[src/hw/rtl/eeg_pkg.sv]
// ----------------------------------------------------------------------------
// eeg_pkg
// Shared types for the extended Euclid gcd block: controller commands and
// datapath status.
// ----------------------------------------------------------------------------
`default_nettype none

package eeg_pkg;

  localparam int unsigned CoefWidth = 64;

  typedef struct packed {
    logic load;      // take operands, init coefficients
    logic div_start; // begin one division of the active pair
    logic update;    // apply quotient to remainder and coefficients
    logic swap_dir;  // toggle which remainder is reduced
  } eeg_cmd_t;

  typedef struct packed {
    logic zero_opnd; // an operand is zero after load
    logic div_done;  // quotient ready
    logic rem_zero;  // last reduced remainder became zero
  } eeg_stat_t;

endpackage

`default_nettype wire

[src/hw/rtl/eeg_datapath.sv]
// ----------------------------------------------------------------------------
// eeg_datapath
// Remainders, coefficient pairs and a restoring divider that yields one
// quotient bit per cycle, with shift-add products of the quotient and the
// active coefficients built alongside.
// ----------------------------------------------------------------------------
`default_nettype none

module eeg_datapath import eeg_pkg::*; #(
  parameter int unsigned DATA_WIDTH = 64
) (
  input  wire logic                    clk_i,
  input  wire logic                    rst_ni,
  input  wire eeg_cmd_t                cmd_i,
  output eeg_stat_t                    stat_o,
  input  wire logic [DATA_WIDTH-2:0]   first_i,
  input  wire logic [DATA_WIDTH-2:0]   second_i,
  output logic      [DATA_WIDTH-2:0]   divisor_o,
  output logic      [CoefWidth-1:0]    coef_first_o,
  output logic      [CoefWidth-1:0]    coef_second_o
);

  localparam int unsigned OW = DATA_WIDTH - 1;
  localparam int unsigned CW = $clog2(OW + 1);

  logic [OW-1:0] x_q, x_d, y_q, y_d;
  logic [CoefWidth-1:0] gx_q, gx_d, gy_q, gy_d, ex_q, ex_d, ey_q, ey_d;
  logic          dir_q, dir_d;   // 0: reduce x by y, 1: reduce y by x
  logic [OW-1:0] rem_q, rem_d, num_q, num_d;
  logic [CoefWidth-1:0] pg_q, pg_d, pe_q, pe_d;
  logic [CW-1:0] cnt_q, cnt_d;
  logic          busy_q, busy_d, done_q, done_d;
  logic [OW-1:0] den;
  logic [OW:0]   trial;
  logic [CoefWidth-1:0] mul_g, mul_e;

  assign den   = dir_q ? x_q : y_q;
  assign trial = {rem_q, num_q[OW-1]} - {1'b0, den};
  assign mul_g = dir_q ? gx_q : gy_q;
  assign mul_e = dir_q ? ex_q : ey_q;

  always_comb begin
    x_d = x_q; y_d = y_q; gx_d = gx_q; gy_d = gy_q; ex_d = ex_q; ey_d = ey_q;
    dir_d = dir_q; rem_d = rem_q; num_d = num_q; cnt_d = cnt_q;
    pg_d = pg_q; pe_d = pe_q;
    busy_d = busy_q; done_d = 1'b0;
    if (cmd_i.load) begin
      x_d = first_i; y_d = second_i;
      gx_d = CoefWidth'(1); gy_d = '0; ex_d = '0; ey_d = CoefWidth'(1);
      dir_d = 1'b0;
    end
    if (cmd_i.div_start) begin
      num_d = dir_q ? y_q : x_q;
      rem_d = '0; pg_d = '0; pe_d = '0; cnt_d = CW'(OW); busy_d = 1'b1;
    end else if (busy_q) begin
      if (!trial[OW]) rem_d = trial[OW-1:0];
      else            rem_d = {rem_q[OW-2:0], num_q[OW-1]};
      pg_d = {pg_q[CoefWidth-2:0], 1'b0} + (trial[OW] ? '0 : mul_g);
      pe_d = {pe_q[CoefWidth-2:0], 1'b0} + (trial[OW] ? '0 : mul_e);
      num_d = {num_q[OW-2:0], 1'b0};
      cnt_d = cnt_q - CW'(1);
      if (cnt_q == CW'(1)) begin
        busy_d = 1'b0; done_d = 1'b1;
      end
    end
    if (cmd_i.update) begin
      if (dir_q) begin
        y_d = rem_q; gy_d = gy_q - pg_q; ey_d = ey_q - pe_q;
      end else begin
        x_d = rem_q; gx_d = gx_q - pg_q; ex_d = ex_q - pe_q;
      end
    end
    if (cmd_i.swap_dir) dir_d = ~dir_q;
  end

  always_ff @(posedge clk_i or negedge rst_ni) begin
    if (!rst_ni) begin
      busy_q <= 1'b0; done_q <= 1'b0; dir_q <= 1'b0; cnt_q <= '0;
    end else begin
      busy_q <= busy_d; done_q <= done_d; dir_q <= dir_d; cnt_q <= cnt_d;
    end
  end

  always_ff @(posedge clk_i) begin
    x_q <= x_d; y_q <= y_d; gx_q <= gx_d; gy_q <= gy_d; ex_q <= ex_d; ey_q <= ey_d;
    rem_q <= rem_d; num_q <= num_d; pg_q <= pg_d; pe_q <= pe_d;
  end

  assign stat_o.zero_opnd = (x_q == '0) || (y_q == '0);
  assign stat_o.div_done  = done_q;
  assign stat_o.rem_zero  = dir_q ? (y_q == '0) : (x_q == '0);

  // after an x reduction hitting zero, the answer is the y side and vice versa
  assign divisor_o     = dir_q ? x_q  : y_q;
  assign coef_first_o  = dir_q ? gx_q : gy_q;
  assign coef_second_o = dir_q ? ex_q : ey_q;

endmodule

`default_nettype wire

[src/hw/rtl/eeg_ctrl.sv]
// ----------------------------------------------------------------------------
// eeg_ctrl
// Sequencer for the gcd block: load, divide, update, test, output.
// ----------------------------------------------------------------------------
`default_nettype none

module eeg_ctrl import eeg_pkg::*; (
  input  wire logic      clk_i,
  input  wire logic      rst_ni,
  input  wire logic      in_valid_i,
  output logic           in_ready_o,
  output logic           out_valid_o,
  input  wire logic      out_ready_i,
  output eeg_cmd_t       cmd_o,
  input  wire eeg_stat_t stat_i,
  output logic           bad_o,
  output logic           capture_o,
  output logic           clear_o
);

  typedef enum logic [5:0] {
    ST_IDLE   = 6'b000001,
    ST_CHECK  = 6'b000010,
    ST_DIV    = 6'b000100,
    ST_UPD    = 6'b001000,
    ST_TEST   = 6'b010000,
    ST_OUT    = 6'b100000
  } state_e;

  state_e state_q, state_d;
  logic   bad_q, bad_d;

  always_comb begin
    state_d = state_q; bad_d = bad_q; cmd_o = '0; capture_o = 1'b0; clear_o = 1'b0;
    case (state_q)
      ST_IDLE: begin
        if (in_valid_i) begin
          cmd_o.load = 1'b1; state_d = ST_CHECK;
        end
      end
      ST_CHECK: begin
        if (stat_i.zero_opnd) begin
          bad_d = 1'b1; capture_o = 1'b1; clear_o = 1'b1; state_d = ST_OUT;
        end else begin
          bad_d = 1'b0; cmd_o.div_start = 1'b1; state_d = ST_DIV;
        end
      end
      ST_DIV: if (stat_i.div_done) begin
        cmd_o.update = 1'b1; state_d = ST_TEST;
      end
      ST_UPD: begin
        cmd_o.swap_dir = 1'b1; cmd_o.div_start = 1'b0; state_d = ST_CHECK;
      end
      ST_TEST: begin
        if (stat_i.rem_zero) begin
          capture_o = 1'b1; state_d = ST_OUT;
        end else begin
          cmd_o.swap_dir = 1'b1; state_d = ST_CHECK;
        end
      end
      ST_OUT: if (out_ready_i) state_d = ST_IDLE;
      default: state_d = ST_IDLE;
    endcase
  end

  assign in_ready_o  = (state_q == ST_IDLE);
  assign out_valid_o = (state_q == ST_OUT);
  assign bad_o       = bad_q;

  always_ff @(posedge clk_i or negedge rst_ni) begin
    if (!rst_ni) begin
      state_q <= ST_IDLE; bad_q <= 1'b0;
    end else begin
      state_q <= state_d; bad_q <= bad_d;
    end
  end

endmodule

`default_nettype wire

[src/hw/rtl/extended_euclid_gcd_top.sv]
// ----------------------------------------------------------------------------
// extended_euclid_gcd_top
// Gcd with Bezout coefficients for two positive operands.
// ----------------------------------------------------------------------------
// One word in, one word out; a new word is taken only after the last result
// is accepted. Each Euclid step runs a restoring division of DATA_WIDTH-1
// quotient bits on the shared bit-serial divider, then the test and check
// states. A zero operand gives bad_operand_o with all other outputs zero.
`default_nettype none

module extended_euclid_gcd_top import eeg_pkg::*; #(
  parameter int unsigned DATA_WIDTH = 64
) (
  input  wire logic                  clk_i,
  input  wire logic                  rst_ni,
  input  wire logic                  in_valid_i,
  output logic                       in_ready_o,
  input  wire logic [62:0]           first_value_i,
  input  wire logic [62:0]           second_value_i,
  output logic                       out_valid_o,
  input  wire logic                  out_ready_i,
  output logic      [62:0]           divisor_o,
  output logic signed [63:0]         coef_first_o,
  output logic signed [63:0]         coef_second_o,
  output logic                       bad_operand_o
);

  eeg_cmd_t  cmd;
  eeg_stat_t stat;
  logic      bad, capture, clear;
  logic [DATA_WIDTH-2:0] dv;
  logic [CoefWidth-1:0]  cf, cs;
  logic [62:0]           div_q;
  logic [63:0]           cf_q, cs_q;

  eeg_ctrl u_ctrl (
    .clk_i, .rst_ni, .in_valid_i, .in_ready_o, .out_valid_o, .out_ready_i,
    .cmd_o(cmd), .stat_i(stat), .bad_o(bad), .capture_o(capture), .clear_o(clear)
  );

  eeg_datapath #(.DATA_WIDTH(DATA_WIDTH)) u_dp (
    .clk_i, .rst_ni, .cmd_i(cmd), .stat_o(stat),
    .first_i(first_value_i[DATA_WIDTH-2:0]),
    .second_i(second_value_i[DATA_WIDTH-2:0]),
    .divisor_o(dv), .coef_first_o(cf), .coef_second_o(cs)
  );

  always_ff @(posedge clk_i) begin
    if (capture) begin
      if (clear) begin
        div_q <= '0; cf_q <= '0; cs_q <= '0;
      end else begin
        div_q <= 63'(dv); cf_q <= cf; cs_q <= cs;
      end
    end
  end

  assign divisor_o     = div_q;
  assign coef_first_o  = cf_q;
  assign coef_second_o = cs_q;
  assign bad_operand_o = bad;

  a_one_side: assert property (@(posedge clk_i) disable iff (!rst_ni)
    !(in_ready_o && out_valid_o)) else $error("ready while result pending");
  a_cmd_excl: assert property (@(posedge clk_i) disable iff (!rst_ni)
    !(cmd.load && cmd.update)) else $error("load and update together");
  a_out_after: assert property (@(posedge clk_i) disable iff (!rst_ni)
    capture |=> out_valid_o) else $error("capture without result");

endmodule

`default_nettype wire
[config.mk]
export PLATFORM = sky130hd
export DESIGN_NAME = extended_euclid_gcd_top
export DESIGN_NICKNAME = d
export VERILOG_FILES = /design/src/hw/rtl/eeg_pkg.sv /design/src/hw/rtl/eeg_datapath.sv /design/src/hw/rtl/eeg_ctrl.sv /design/src/hw/rtl/extended_euclid_gcd_top.sv
export SDC_FILE = /design/constraint.sdc
export NUM_CORES = 2
export LEC_CHECK = 0
export BUFFER_PORTS_ARGS = -buffer_cell sky130_fd_sc_hd__buf_2
export CAP_MARGIN = 20
export CORE_ASPECT_RATIO = 1.2
export CORE_UTILIZATION = 49
export CTS_BUF_LIST = sky130_fd_sc_hd__clkbuf_4 sky130_fd_sc_hd__clkbuf_8 sky130_fd_sc_hd__clkbuf_16
export CTS_CLUSTER_SIZE = 25
export DETAILED_ROUTE_END_ITERATION = 8
export HOLD_SLACK_MARGIN = 0.08
export PLACE_DENSITY = 0.74
export SLEW_MARGIN = 20
export SYNTH_ARGS = -nofsm -noshare
export SYNTH_HDL_FRONTEND = slang
export SYNTH_SLANG_ARGS = --single-unit
[constraint.sdc]
create_clock -name clk_i -period 18.3 [get_ports clk_i]
set_input_delay 2.745 -clock clk_i [delete_from_list [all_inputs] [get_ports clk_i]]
set_output_delay 2.745 -clock clk_i [all_outputs]
set_load 0.005 [all_outputs]
* After elaboration in Yosys (flattened, before gate mapping)
Index checks and enable logic that the tools add are counted.
Cells by class: add/subtract/negate cells 8, eq/ne operators 10, mux-type cells 56, bitwise logic cells 1, reductions and logical operators 6
Operators with widths (count):
- $mux W64 | 16
- $mux W63 | 11
- $sub A64 B64 Y64 | 4
- $add A64 B64 Y64 | 2
- $logic_not A63 Y1 | 2
- $sub A64 B63 Y64 | 1
- $mux W6 | 7
- $pmux W6 S6 | 1
- $mux W1 | 19
- $eq A6 B1 Y1 const B | 2
- $eq A6 B2 Y1 const B | 1
- $eq A6 B3 Y1 const B | 1
- $eq A6 B4 Y1 const B | 1
- $eq A6 B5 Y1 const B | 1
- $eq A6 B6 Y1 const B | 1
- $sub A6 B1 Y6 const B | 1
- $ne A2 B1 Y1 const B | 2
- $pmux W1 S2 | 2
- $reduce_bool A2 Y1 | 2
- $reduce_and A3 Y1 | 1
- $ne A2 B2 Y1 const B | 1
- $logic_or A1 B1 Y1 | 1
- $not A1 Y1 | 1
Word-level totals: register bits after elaboration 843, input bits 130

* Logic depth before layout (Yosys ltp)
depth in word-level cells 5, depth in mapped cells 33, mapped depth without buffers 26

* Cells and area by module
Synthesis repeated with hierarchy kept, for this count alone.
Unflattened totals: cells, all modules 6935, area, all modules 59351.9 um^2
By module, submodules not included:
- eeg_datapath | instances 1, cells each 6490, area an instance 51933.6 um^2
- extended_euclid_gcd_top | instances 1, cells each 403, area an instance 7035.5 um^2
- eeg_ctrl | instances 1, cells each 42, area an instance 382.9 um^2

* Least setup slack after synthesis
OpenSTA, ideal clock, no wires.
path kind register -> register, start register u_dp.x_q[8], end register u_ctrl.state_q[5], arrival time 15.718 ns, path slack 2.414 ns, cell stages (with the launch flop) 7, buffers on the path 0, cells stage by stage dfxtp_1 nor4_1 nand4_1 nor4_1 mux2i_1 o21ai_0 o21bai_1
On the way: longest elaborated chain between the ends 4, elaborated cells on any way between the ends 6, those cells by class mux: 4; reduce/logical: 2
RTL lines:
- start, declared | RTL line eeg_datapath.sv:26 | logic [OW-1:0] x_q, x_d, y_q, y_d;
- start signal, assigned | RTL line eeg_datapath.sv:85 | x_q <= x_d; y_q <= y_d; gx_q <= gx_d; gy_q <= gy_d; ex_q <= ex_d; ey_q <= ey_d;
- $logic_not A63 Y1 (*) | RTL line eeg_datapath.sv:89, eeg_datapath.sv:91
- $mux W1 or $logic_or A1 B1 Y1 (tied branches) | RTL line eeg_datapath.sv:91, eeg_datapath.sv:89
- $mux W6, on equally long branches | RTL line eeg_ctrl.sv:55, eeg_ctrl.sv:42
- $pmux W6 S6 (*) | RTL line eeg_ctrl.sv:35 | case (state_q)
- end signal, assigned | RTL line eeg_ctrl.sv:72 | state_q <= ST_IDLE; bad_q <= 1'b0;
- end signal, assigned | RTL line eeg_ctrl.sv:74 | state_q <= state_d; bad_q <= bad_d;
- end, declared | RTL line eeg_ctrl.sv:30 | state_e state_q, state_d;
Mark *: on every way between the ends. The rest lies on a longest branch, timed or not. A chain may end at the register's enable or synchronous reset.

* Final worst setup path
start register u_dp.dir_q, end register u_dp.pe_q[56]
On the way: longest elaborated chain between the ends 4, elaborated cells on any way between the ends 5, those cells by class add/sub: 2; mux: 3
RTL lines:
- start, declared | RTL line eeg_datapath.sv:28 | logic dir_q, dir_d;
- start signal, assigned | RTL line eeg_datapath.sv:80 | busy_q <= busy_d; done_q <= done_d; dir_q <= dir_d; cnt_q <= cnt_d;
- $mux W63 | RTL line eeg_datapath.sv:37 | assign den = dir_q ? x_q : y_q;
- $sub A64 B63 Y64 | RTL line eeg_datapath.sv:38 | assign trial = {rem_q, num_q[OW-1]} - {1'b0, den};
- $mux W64 (*) | RTL line eeg_datapath.sv:59 | pe_d = {pe_q[CoefWidth-2:0], 1'b0} + (trial[OW] ? '0 : mul_e);
- $add A64 B64 Y64 (*) | RTL line eeg_datapath.sv:59
- end signal, assigned | RTL line eeg_datapath.sv:86 | rem_q <= rem_d; num_q <= num_d; pg_q <= pg_d; pe_q <= pe_d;
- end, declared | RTL line eeg_datapath.sv:30 | logic [CoefWidth-1:0] pg_q, pg_d, pe_q, pe_d;
Marks and branches as above.

==> results list <==
- Number of distinct library cells after synthesis: between 90 and 100
- Nature of the critical path startpoint: flop
- Clock root buffer: sky130_fd_sc_hd__clkbuf_16
- Cells after Synth: between 7000 and 8000
- Critical path's top delay family: compound AO/OA/AOI/OAI gates
- Once the floorplan was initialized, standard cells occupied 49.4% of the core.
* Cells resized by post-CTS repair: 0
- Crit path time final: 10.78 ns
- After detailed routing, the average wire length per cell comes to 20.7 um.
- Share of synthesized cell area in and, or, nand and nor gates: around 18%
* Number of flops mapped to enable cells by yosys: 254
- Count of buffers added by post-CTS timing repair for setup: 0
- In the synthesized netlist the dominant register cell turns out to be sky130_fd_sc_hd__dfxtp_1.
- Across the run, the number of max-cap violations was 0.
* Synth Area in Adders: roughly 10%
- The library cells used most frequently in the layout, excluding fill and tap cells, are sky130_fd_sc_hd__nor2_1 (853), sky130_fd_sc_hd__nand2_1 (654), sky130_fd_sc_hd__dfxtp_1 (573).
- The total overflow left after global routing is 0.
* Post-CTS Hold Buffers: 0
- 0 antenna diodes ended up in the layout.
- Depth of the critical timing path with buffers and inverters included: 27
- When the netlist entered floorplanning its net count stood at 7711.
- Share of flip-flops with an asynchronous set or reset: 1.78%
- Relative slew slack: about 26%
- Max H-tree Level: 3
- Path class of the lowest-slack min-delay path: reg -> reg
* Violation count after the first detailed-routing iteration: between 4000 and 5000
* Worst skew pair latency: approximately 0.74 ns
- Setup violation total in the final timing report: 0
- CTS tree: done
- The library cell used most frequently in the layout, excluding fill and tap cells, is sky130_fd_sc_hd__nor2_1.
- Std-Cell Rows: 138
- Total count of hold-check failures in the final report: 0
- STA puts the critical path data required time at 18.91 ns.
* Maximum ir drop on the vdd rail: roughly 150 uV
- Clock input transition at the sequential cells of the worst setup and hold paths: ~0.070 ns
* Total via count in the routed design: around 54000
- Via count of the first global-routing pass: 51400
- The floorplan step defined a die boundary enclosing ~120000 um^2.
- Number of instances on the worst hold path: 2
- Routed wire length: 183000 um
- Final-stage net count: about 7800
* Tot GR Track Use: just under 30%
* Horiz. Die Dim: 317 um
* Type of element capturing the critical path: flop
* Power after layout: around 11000 uW
- Pin count of the biggest net entering global routing: between 200 and 250
- Worst EP arrival: roughly 11 ns
* Antenna violations before repair: 1
- After Yosys synthesis, XOR and XNOR cells account for between 6 and 7% of the synthesized area.
- Sequential elements use between 30% and 40% of the synthesized area.
* Top achievable clock speed: slightly above 90 MHz
- RSZ-0062 raised after global routing: false
* Slew at the pin closest to its max-slew limit: around 1.1 ns
- Bufs on Longest Clock Path: 3
* Highest-delay cell along the critical path: sky130_fd_sc_hd__dfrtp_4
- Measured in cells, the most critical reg-to-reg path has a length of 27.
- Compound-cell area share of the yosys netlist: 22.9%
* Half-perimeter wire length of the detailed placement result: about 130000 um
* Final weighted congestion of routability-driven global placement: just under 1
* Post-route clock period utilization: approximately three fifths
* Wire length of the first global-routing pass: around 280000 um
- Maximum fanout encountered on the critical timing path: between 80 and 90
- Once detail routing completed, the nets flagged for antenna violations numbered 0.
* Number of max-slew violations in the final report: 0
* Run status: completed
* Stage delay of the slowest cell on the critical path: around 1 ns
* Layout cell share with drive strength beyond 1: 8.45%
* Dominant combinational cell family by area after synthesis: compound AO/OA/AOI/OAI gates
- Port buffering added about 320 buffers.
- Yosys printed 0 warnings.
* Worst setup slack after layout: around 7.5 ns
- Relative to the synthesized area, the layout overhead comes to 9.95%.
* Core area: 118000 um^2
- Multiplexer fraction of the synthesized cell area: a little under 6%
- Before CTS, the worst setup slack after placement is just under 8 ns.
- Fin Clk Skew: between 0.04 and 0.05 ns
- In the routed design, unresolved DRC markers number 0.
- Mapped Avg Cell Area: 8.17 um^2
- Using the TritonRoute via totals, the vias-per-cell ratio works out to between 6 and 7.
* Power density over the cells: between 150 and 200 nW/um^2
- The setup path with the least slack is of type reg -> reg.
* Total negative setup slack: 0 ns
- For this design, the sink count on the clock tree is approximately 840.
- Clock buffers created by TritonCTS: between 90 and 100
- Before antenna repair, the detailed router went through 8 iterations.
- Vertical die dimension: 380 um
* Cell area after synthesis: 58200 um^2
* I/O pin count: 324
- Static Leak: 0.0284 uW
- Together, buffers and inverters on the worst path number 4.
- Flop and latch count out of synthesis: about 840
## worst reg2reg max path: stages (launching register included)
cell                        delay (ns)
sky130_fd_sc_hd__dfrtp_4          1.02
sky130_fd_sc_hd__buf_4            0.92
sky130_fd_sc_hd__buf_4            0.87
sky130_fd_sc_hd__mux2i_1          0.38
sky130_fd_sc_hd__ha_1             0.38
sky130_fd_sc_hd__a21oi_1          0.20
sky130_fd_sc_hd__o21ai_0          0.16
sky130_fd_sc_hd__a221oi_1         0.29
sky130_fd_sc_hd__o31a_1           0.23
sky130_fd_sc_hd__a21oi_1          0.12
sky130_fd_sc_hd__o21ai_1          0.30
sky130_fd_sc_hd__and2_0           0.19
sky130_fd_sc_hd__a211o_4          0.74
sky130_fd_sc_hd__buf_4            0.59
sky130_fd_sc_hd__buf_4            0.67
sky130_fd_sc_hd__nor2_1           0.14
sky130_fd_sc_hd__ha_1             0.38
sky130_fd_sc_hd__a2111oi_0        0.43
sky130_fd_sc_hd__o21ai_0          0.20
sky130_fd_sc_hd__a41oi_1          0.27
sky130_fd_sc_hd__o211ai_1         0.16
sky130_fd_sc_hd__o21ai_0          0.50
sky130_fd_sc_hd__o21ai_0          0.32
sky130_fd_sc_hd__a41oi_1          0.38
sky130_fd_sc_hd__a311oi_1         0.19
sky130_fd_sc_hd__a311oi_1         0.38
sky130_fd_sc_hd__xor2_1           0.17
sky130_fd_sc_hd__o22ai_1          0.08
## cells in the mapped netlist, drive strengths merged, types with 14 or more instances
cell | number | area share [%]
buf | 57 | 0.42
o21ai | 591 | 5.1
and2 | 44 | 0.47
nand4 | 102 | 1.1
nand2b | 48 | 0.52
a211oi | 82 | 1.1
o21bai | 77 | 0.99
nor2 | 857 | 5.5
o41ai | 17 | 0.32
dfrtp | 14 | 0.60
nor4 | 46 | 0.49
a21oi | 538 | 4.6
a21boi | 24 | 0.31
inv | 239 | 1.5
a211o | 16 | 0.24
mux2i | 338 | 5.8
o22ai | 24 | 0.26
nand2 | 657 | 4.2
nor2b | 64 | 0.69
dfxtp | 573 | 20
clkbuf | 355 | 2.3
a31oi | 197 | 2.1
or3 | 17 | 0.18
xor2 | 160 | 2.4
o21a | 51 | 0.66
edfxtp | 254 | 13
o31ai | 53 | 0.79
ha | 441 | 9.5
xnor2 | 246 | 3.7
nor3 | 76 | 0.66
a221oi | 19 | 0.31
and3 | 45 | 0.48
nand3 | 309 | 2.7
o211ai | 26 | 0.34
a21o | 290 | 3.7
## power breakdown
part	internal, uW	total (uW)	switching, uW
registers	2410	2880	465
clock network	1170	2070	892
logic	2370	6290	3930
total	5950	11200	5280
## routing by layer
layer	share of wire, %	global-route usage [%]	vias to the layer above	wire length, um
li1	-	-	25900	-
met1	42	36.7	25500	75900
met2	47	49.2	2004	85900
met3	6.0	3.24	446	11000
met4	5.4	15.4	2	9780
met5	0.0071	0	-	13
## per-stage QoR
step	instances	instance area [um^2]	utilization, %	hold slack (ns)
final	8805	64000	54.3	0.483
after global routing	8805	64000	54.3	0.494
after CTS	8804	64000	54.3	0.482
after detailed placement	8625	60600	51.4	0.464
after global placement	8625	60600	51.4	0.460
after floorplan	7133	58200	-	0.436
## cells by family after synthesis
group | after synthesis
and+or+nand+nor | 2313
AOI/OAI and AO/OA | 2128
DFF | 842
buffers and inverters | 651
adders and majority gates | 448
xor gates and xnor gates | 406
muxes | 345
## final timing paths
| path | slack (ns) | end | from |
|---|---|---|---|
| max in group asynchronous | 16.02 | u_dp.busy_q$_DFF_PN0_ | rst_ni |
| min in group asynchronous | 1.94 | u_ctrl.bad_o$_DFFE_PN0P_ | rst_ni |
| worst max-delay path | 7.52 | u_dp.pe_q[56]$_SDFFE_PP0P_ | u_dp.dir_q$_DFFE_PN0P_ |
| worst min register to register | 0.48 | u_dp.gy_q[57]$_DFF_P_ | u_dp.gy_q[57]$_DFF_P_ |
| worst min-delay path | 0.48 | u_dp.gy_q[57]$_DFF_P_ | u_dp.gy_q[57]$_DFF_P_ |
| worst max register to register | 7.52 | u_dp.pe_q[56]$_SDFFE_PP0P_ | u_dp.dir_q$_DFFE_PN0P_ |
## area by class of cell
class / count / area [um^2]
inverter: 239 / 900
multi-input combinational: 5640 / 36400
tap: 1540 / 1930
fill: 11000 / 53900
sequential: 842 / 19500
clock buffer: 122 / 2720
clock inverter: 57 / 656
timing repair buffer: 365 / 1990
## registers in the layout, summed over array words and instances (netlist names)
| name | flops |
|---|---|
| u_dp.rem_q | 63 |
| u_dp.y_q | 63 |
| u_dp.ex_q | 64 |
| u_dp.dir_q | 1 |
| coef_second_o | 64 |
| u_ctrl.bad_o | 1 |
| u_dp.num_q | 63 |
| u_dp.cnt_q | 6 |
| u_dp.busy_q | 1 |
| u_dp.pg_q | 64 |
| u_dp.x_q | 63 |
| u_dp.ey_q | 64 |
| divisor_o | 63 |
| coef_first_o | 64 |
| u_ctrl.state_q | 5 |
| u_dp.gy_q | 64 |
| u_dp.pe_q | 64 |
| u_dp.done_q | 1 |
| u_dp.gx_q | 64 |
Power figures use the tool's default switching activity.
